<file path="src/rtl/core/opf_pkg.sv">
`timescale 1ns / 1ps
// ----------------------------------------------------------------------------
// opf_pkg
// Shared types and constants of the overwrite packet fifo.
// ----------------------------------------------------------------------------
package opf_pkg;

  localparam int OPF_ENTRIES      = 16;
  localparam int OPF_PACKET_BYTES = 64;

  localparam int COMMAND_W     = 2;
  localparam int BYTE_W        = 8;
  localparam int STATUS_W      = 3;
  localparam int ENTRY_COUNT_W = 5;
  localparam int PEEK_W        = 4;
  localparam int CFG_INDEX_W   = 2;
  localparam int CFG_DATA_W    = 4;

  // input commands
  localparam logic [COMMAND_W-1:0] CMD_PUSH  = 2'd0;
  localparam logic [COMMAND_W-1:0] CMD_POP   = 2'd1;
  localparam logic [COMMAND_W-1:0] CMD_PEEK  = 2'd2;
  localparam logic [COMMAND_W-1:0] CMD_FLUSH = 2'd3;

  // result status codes
  localparam logic [STATUS_W-1:0] ST_BYTE     = 3'd0;
  localparam logic [STATUS_W-1:0] ST_PUSHED   = 3'd1;
  localparam logic [STATUS_W-1:0] ST_DROPPED  = 3'd2;
  localparam logic [STATUS_W-1:0] ST_TOO_LONG = 3'd3;
  localparam logic [STATUS_W-1:0] ST_DISABLED = 3'd4;
  localparam logic [STATUS_W-1:0] ST_EMPTY    = 3'd5;
  localparam logic [STATUS_W-1:0] ST_SHUTDOWN = 3'd6;
  localparam logic [STATUS_W-1:0] ST_FLUSHED  = 3'd7;

  // configuration register indexes
  localparam logic [CFG_INDEX_W-1:0] REG_PUSH_ENABLE = 2'd0;
  localparam logic [CFG_INDEX_W-1:0] REG_SHUT_DOWN   = 2'd1;
  localparam logic [CFG_INDEX_W-1:0] REG_PEEK_LIMIT  = 2'd2;

  localparam logic [PEEK_W-1:0] PEEK_LIMIT_RESET = 4'd5;

  typedef struct packed {
    logic [COMMAND_W-1:0] command;
    logic [BYTE_W-1:0]    data_byte;
    logic                 last;
  } opf_in_t;

  typedef struct packed {
    logic [STATUS_W-1:0]      status;
    logic [BYTE_W-1:0]        data_byte_res;
    logic                     last_res;
    logic [ENTRY_COUNT_W-1:0] entry_count;
    logic                     head_dropped;
  } opf_out_t;

  // controller to datapath
  typedef struct packed {
    logic                stage_wr;   // stage the incoming byte
    logic                stage_clr;  // empty the staging buffer
    logic                commit;     // advance indices for a new packet
    logic                copy_step;  // one step of staging to store copy
    logic                len_wr;     // record committed length
    logic                pop;        // pop: free head, clear peek counter
    logic                peek;       // peek: count, maybe drop head
    logic                flush;
    logic                hd_clr;
    logic                rd_first;   // read length and byte zero
    logic                rd_next;    // read following byte
    logic                out_load;
    logic [STATUS_W-1:0] out_status;
    logic                out_last;
    logic                out_byte;   // result carries a stored byte
  } opf_cmd_t;

  // datapath to controller
  typedef struct packed {
    logic empty;
    logic peek_empty;
    logic overflow;
    logic push_enable;
    logic shut_down;
    logic dropped;
    logic copy_done;
    logic emit_last;
  } opf_stat_t;

endpackage

</file>
<file path="src/rtl/core/opf_ctrl.sv">
`timescale 1ns / 1ps
// ----------------------------------------------------------------------------
// opf_ctrl
// Command sequencer: decodes accepted words, runs the commit copy and the
// byte streaming of pop and peek.
// ----------------------------------------------------------------------------
module opf_ctrl (
  input  logic                clk,
  input  logic                rst_n,
  input  logic                start,
  output logic                busy,
  input  opf_pkg::opf_in_t    in_item,
  input  opf_pkg::opf_stat_t  stat,
  output opf_pkg::opf_cmd_t   cmd
);
  import opf_pkg::*;

  localparam logic [1:0] S_IDLE = 2'd0;
  localparam logic [1:0] S_COPY = 2'd1;
  localparam logic [1:0] S_LEN  = 2'd2;
  localparam logic [1:0] S_EMIT = 2'd3;

  logic [1:0] state_r, state_nxt;

  always_comb begin
    cmd       = '0;
    state_nxt = state_r;
    unique case (state_r)
      S_IDLE: begin
        if (start) begin
          unique case (in_item.command)
            CMD_PUSH: begin
              cmd.stage_wr = 1'b1;
              cmd.hd_clr   = 1'b1;
              if (in_item.last) begin
                if (!stat.push_enable) begin
                  cmd.stage_clr  = 1'b1;
                  cmd.out_load   = 1'b1;
                  cmd.out_status = ST_DISABLED;
                  cmd.out_last   = 1'b1;
                end else if (stat.overflow) begin
                  cmd.stage_clr  = 1'b1;
                  cmd.out_load   = 1'b1;
                  cmd.out_status = ST_TOO_LONG;
                  cmd.out_last   = 1'b1;
                end else begin
                  cmd.commit = 1'b1;
                  state_nxt  = S_COPY;
                end
              end
            end
            CMD_POP: begin
              cmd.pop    = 1'b1;
              cmd.hd_clr = 1'b1;
              if (stat.empty) begin
                cmd.out_load   = 1'b1;
                cmd.out_status = ST_EMPTY;
                cmd.out_last   = 1'b1;
              end else begin
                state_nxt = S_LEN;
              end
            end
            CMD_PEEK: begin
              if (stat.shut_down) begin
                cmd.hd_clr     = 1'b1;
                cmd.out_load   = 1'b1;
                cmd.out_status = ST_SHUTDOWN;
                cmd.out_last   = 1'b1;
              end else begin
                cmd.peek = 1'b1;
                if (stat.peek_empty) begin
                  cmd.out_load   = 1'b1;
                  cmd.out_status = ST_EMPTY;
                  cmd.out_last   = 1'b1;
                end else begin
                  state_nxt = S_LEN;
                end
              end
            end
            CMD_FLUSH: begin
              cmd.flush      = 1'b1;
              cmd.hd_clr     = 1'b1;
              cmd.out_load   = 1'b1;
              cmd.out_status = ST_FLUSHED;
              cmd.out_last   = 1'b1;
            end
            default: ;
          endcase
        end
      end
      S_COPY: begin
        cmd.copy_step = 1'b1;
        if (stat.copy_done) begin
          cmd.len_wr     = 1'b1;
          cmd.stage_clr  = 1'b1;
          cmd.out_load   = 1'b1;
          cmd.out_status = stat.dropped ? ST_DROPPED : ST_PUSHED;
          cmd.out_last   = 1'b1;
          state_nxt      = S_IDLE;
        end
      end
      S_LEN: begin
        cmd.rd_first = 1'b1;
        state_nxt    = S_EMIT;
      end
      S_EMIT: begin
        cmd.out_load   = 1'b1;
        cmd.out_status = ST_BYTE;
        cmd.out_byte   = 1'b1;
        cmd.out_last   = stat.emit_last;
        if (stat.emit_last) begin
          state_nxt = S_IDLE;
        end else begin
          cmd.rd_next = 1'b1;
        end
      end
      default: state_nxt = S_IDLE;
    endcase
  end

  always_ff @(posedge clk) begin
    if (!rst_n) begin
      state_r <= S_IDLE;
    end else begin
      state_r <= state_nxt;
    end
  end

  assign busy = (state_r != S_IDLE);

endmodule

</file>
<file path="config.mk">
export PLATFORM = sky130hd
export DESIGN_NAME = opf_ctrl
export DESIGN_NICKNAME = d
export VERILOG_FILES = /design/src/rtl/core/opf_pkg.sv /design/src/rtl/core/opf_ctrl.sv
export SDC_FILE = /design/constraint.sdc
export NUM_CORES = 1
export LEC_CHECK = 0
export BUFFER_PORTS_ARGS = -buffer_cell sky130_fd_sc_hd__buf_4
export CELL_PAD_IN_SITES_DETAIL_PLACEMENT = 1
export CELL_PAD_IN_SITES_GLOBAL_PLACEMENT = 2
export CORE_MARGIN = 4
export CORE_UTILIZATION = 15
export CTS_BUF_LIST = sky130_fd_sc_hd__clkbuf_8
export DETAILED_ROUTE_END_ITERATION = 10
export PLACE_DENSITY = 0.72
export SLEW_MARGIN = 20
export SYNTH_ARGS = -nofsm -noshare
export SYNTH_HDL_FRONTEND = slang
export SYNTH_SLANG_ARGS = --single-unit
</file>
<file path="constraint.sdc">
create_clock -name clk -period 1.16 [get_ports clk]
set_input_delay 0.058 -clock clk [delete_from_list [all_inputs] [get_ports clk]]
set_output_delay 0.058 -clock clk [all_outputs]
set_load 0.05 [all_outputs]
</file>
Word level (Yosys, flattened, before mapping)
Index checks and enable logic that the tools add are counted.
{ "word_totals": {"regBits": 2, "ramBits": 0, "n_memories": 0, "latchBits": 0, "word_cells": 68, "output_inout_bits": 18, "romBits": 0} }
{ "classes": {"div": 0, "shifts": 0, "mux": 46, "magnitude_cmp": 0, "n_bitwise": 0, "n_mul": 0, "n_reduce_logical": 5, "eq_ne": 16, "add_sub_neg": 0} }
{ "op_table": {"columns": ["op", "count"], "rows": [
  ["two-way mux 5 bit", 8],
  ["two-way mux 2 bit", 12],
  ["one-hot mux 5 bit (4 select lines)", 1],
  ["inequality test 3 bit, second input constant", 6],
  ["two-way mux 1 bit", 16],
  ["one-hot mux 5 bit (3 select lines)", 1],
  ["AND reduction 10 bit", 1],
  ["equality test 2 bit, second input constant", 4],
  ["two-way mux 4 bit", 2],
  ["one-hot mux 2 bit (4 select lines)", 1],
  ["two-way mux 3 bit", 2],
  ["inequality test 2 bit, second input constant", 3],
  ["one-hot mux 2 bit (3 select lines)", 1],
  ["equality test 2 x 1 -> 1 bit, second input constant", 2],
  ["zero test 2 bit", 2],
  ["inequality test 4 x 1 -> 1 bit, second input constant", 1],
  ["one-hot mux 1 bit (2 select lines)", 2],
  ["OR reduction 3 bit", 1],
  ["nonzero test 2 bit", 1]
]} }

Depth between registers and ports, before layout
{ "depth": {"depth_word": 6, "mapped_depth": 6} }

Worst setup path after synthesis
No wires, ideal clock.
{ "synth_path": {"path_type": "register -> output", "startpoint": "register state_r[0]", "endpoint": "output cmd[1] (netlist bit)", "required_time_ns": 1.102, "arrival_ns": 1.967, "slack_ns": -0.865, "n_path_buf": 0, "path_stages_with_launch": 6, "cell_sequence": "dfxtp_1 -> nor2b_2 -> nand2_1 -> inv_2 -> a21oi_1 -> o21ai_0"} }
{ "synth_rtl": {"columns": ["item", "line_no", "text"], "rows": [
  ["start: declaration", "opf_ctrl.sv:23", "logic [1:0] state_r, state_nxt;"],
  ["start signal: assignment", "opf_ctrl.sv:125", "state_r <= state_nxt;"],
  ["end: declaration", "opf_ctrl.sv:14", "output opf_pkg::opf_cmd_t cmd"]
]} }

==> metrics.md <==
| Metric | Value |
|---|---|
| Status | `finished, violations left` |
| Failing checks | `setup timing` |
| Bufs and invs on worst path | `1` |
| Layout area overhead | `182.7%` |
| Final GP Congestion | `0.7740` |
| Post-Syn Area per Cell | `7.097 µm²` |
| Synthesized instance count | `a little over 60` |
| Sequential element share of the synthesized area | `0.09249` |
| Final hold vios | `0` |
| Layout Nets | `144` |
| Detailed Routing Iterations Pass 1 | `1` |
| CP Cell Sequence | `or3b_4 -> a21oi_4 -> o2bb2ai_4 -> buf_6` |
| H-tree depth | `1` |
| Via count | `641` |
| I/O pins | `40` |
| Post-layout util | `0.4437` |
| DP Wirelength | `1576 µm` |
| Worst EP required | `between 1 and 1.5 ns` |
| Cts bufs inserted | `3` |
| Highest clock rate | `approximately 0.67 GHz` |
| Die area | `~0.0038 mm²` |
| # DRC | `0` |
| WS Path Type | `flop to output pin` |
| Largest Register | `state_r` |
| First-pass GRT wire length | `2939 µm` |
| Setup Skew | `0.001343 ns` |
| LEAKAGE | `roughly 0.57 nW` |
| Power per cell area | `about 840 mW/mm²` |
| Fill cells | `about 330` |
| Routed len/inst | `approximately 13 µm` |
| Worst slew margin | `0.8114` |
| Reg area | `around 48 µm²` |
| Crit path DAT | `1.44 ns` |
| Max-slew violation count | `0` |
| Max incr delay on CP | `0.42 ns` |
| Post-Route WL | `approximately 1900 µm` |
| Commonest cells post-synth | `6 x inv_1, 5 x ha_1, 4 x and2_1, 4 x nand2_1` |
| Tightest Pin Transition | `approximately 0.28 ns` |
| Die X | `61.72 µm` |
| CTS tree | `yes` |
| Startpoint Class | `flop` |
| EDFF count, synth | `0` |
| Final WS setup | `-0.3414 ns` |
| Setup violations, final | `19` |
| Synth unique cells | `34` |
| Synth Warn # | `0` |
| Largest register FFs | `2` |
| Antenna Cells | `0` |
| Hold WC Path Type | `input port to flop` |
| Most common cell in the netlist | `inv_1` |
| Yosys top cell area share | `0.1445` |
| I/O Buffers | `31` |
| Layout cell share with drive strength beyond 1 | `0.7304` |
| Gr ovfl total | `0` |
| RSZ-0062 raised after global routing | `true` |
| Maximum root-to-sink buffer count | `2` |
| Critical-path top delay cell | `or3b_4` |
| CP Capture Type | `output pin` |
| Final min period | `around 1.5 ns` |
| Via/cell ratio | `4.390` |
| Total Power | `~1.0 mW` |
| Syn Nets | `slightly below 90` |
| Cell taking the most area after synthesis | `ha_1` |
| Worst skew pair latency | `0.22 ns` |
| Clk pin slew, worst setup/hold paths | `about 0.030 ns` |
| Max_cap viols | `0` |
| Top cells by area, synth | `ha_1 14%, dfxtp_1 9.2%, and2_1 5.8%` |
| Fin crit share | `1.294` |
| Initial antenna violation count | `0` |
| Top Registers | `state_r: 2 flops` |
| All-Layer GR Usage | `0.1071` |
| Number of placement rows | `19` |
| Post-Syn Area | `roughly 430 µm²` |
| Core area | `0.002758 mm²` |
| Ys flop type | `dfxtp_1` |
| Multi-input logic area | `around 550 µm²` |
| Synth async-reset ratio | `0` |
| Starting density of the core | `0.1570` |
| Initial drt markers | `0` |
| Die Y | `around 62 µm` |
| Setup_tns | `-3.367 ns` |
| VDD IR max | `0.0004997 V` |
| Detail Route Antenna Nets | `0` |
| CP max FO | `3` |
| Root Buffer | `clkbuf_8` |
| Cts hold-fix bufs | `0` |
| TritonCTS Sinks | `2` |
| Number of global-route vias before repair | `677` |
| Largest net degree at the start of global routing | `8` |
| CP delay by family, top | `simple AND/OR/NAND/NOR gates` |
| Register bit count reported by yosys | `2` |
worst reg2reg max path: stages (launching register included):
cell,delay [ns]
dfxtp_4,0.35
buf_6,0.13
buf_6,0.11
nand2b_4,0.12
a2111o_1,0.30
o22ai_1,0.15
cell families (layout without fill, tap and decap cells):
logic type      Yosys count  after routing  share of synthesized area
simple gates             26             26                     0.3670
compound gates           20             20                     0.3237
buf+inv                   8             62                    0.07223
fa+ha+maj                 5              5                     0.1445
flops                     2              2                    0.09249
report_power, final:
group	switching (mW)	leakage, nW	internal [mW]
Clock	0.0675	0.0216	0.221
Sequential	0.00728	0.0178	0.0740
Combinational	0.355	0.534	0.305
cell type report:
type	count	area share
Timing Repair Buffer	52	0.4172
Multi-Input combinational cell	51	0.4489
Sequential cell	2	0.03885
Tap cell	31	0.03170
Clock buffer	3	0.03374
Inverter	7	0.02965
worst paths after layout:
| check | start | to | slack, ns | cells past startpoint |
|---|---|---|---|---|
| setup reg to reg | state_r[0] | state_r[0] | -0.08 | 5 |
| hold / removal | rst_n | state_r[0] | 0.12 | 3 |
| hold reg to reg | state_r[1] | state_r[1] | 0.69 | 3 |
| setup / recovery | state_r[1] | cmd[2] | -0.34 | 4 |
metrics by stage:
step / hold WS [ns] / instance area [µm²] / std cells / setup WS, ns
2_1_floorplan: 0.1739 / 581.8 / 61 / -0.1545
3_3_place_gp: 0.3330 / 975.9 / 139 / -0.1904
3_5_place_dp: 0.3282 / 975.9 / 139 / -0.2111
4_1_cts: 0.09476 / 1184 / 144 / -0.3457
5_1_grt: 0.1407 / 1224 / 146 / -0.3715
6_report: 0.1192 / 1224 / 146 / -0.3414
layer usage:
layer  GRT usage  vias to the layer above  part of all wire
met3     0.01446                        2             0.063
met5           0                        -                 0
met1      0.1086                      292              0.37
li1            -                      324                 -
met4     0.06364                        0             0.018
met2      0.2048                       23              0.55
repair_timing:
| action | 4_1_cts | 5_1_grt |
|---|---|---|
| buffers inserted | 3 | 2 |
| cloned | 0 | 0 |
| endpoints found under the setup margin | 19 | 19 |
| resized for setup | 40 | 5 |
| pin swaps | 10 | 3 |
placed cells by master (no fill, tap or decap), types with 3 or more instances in the layout:
master and count:
clkbuf_8 3, buf_8 9, buf_4 29, o21ai_4 3, nand3_1 3, inv_1 5, a21oi_4 4, ha_1 5
buf_6 14, and2_4 3
Power figures use the tool's default switching activity.
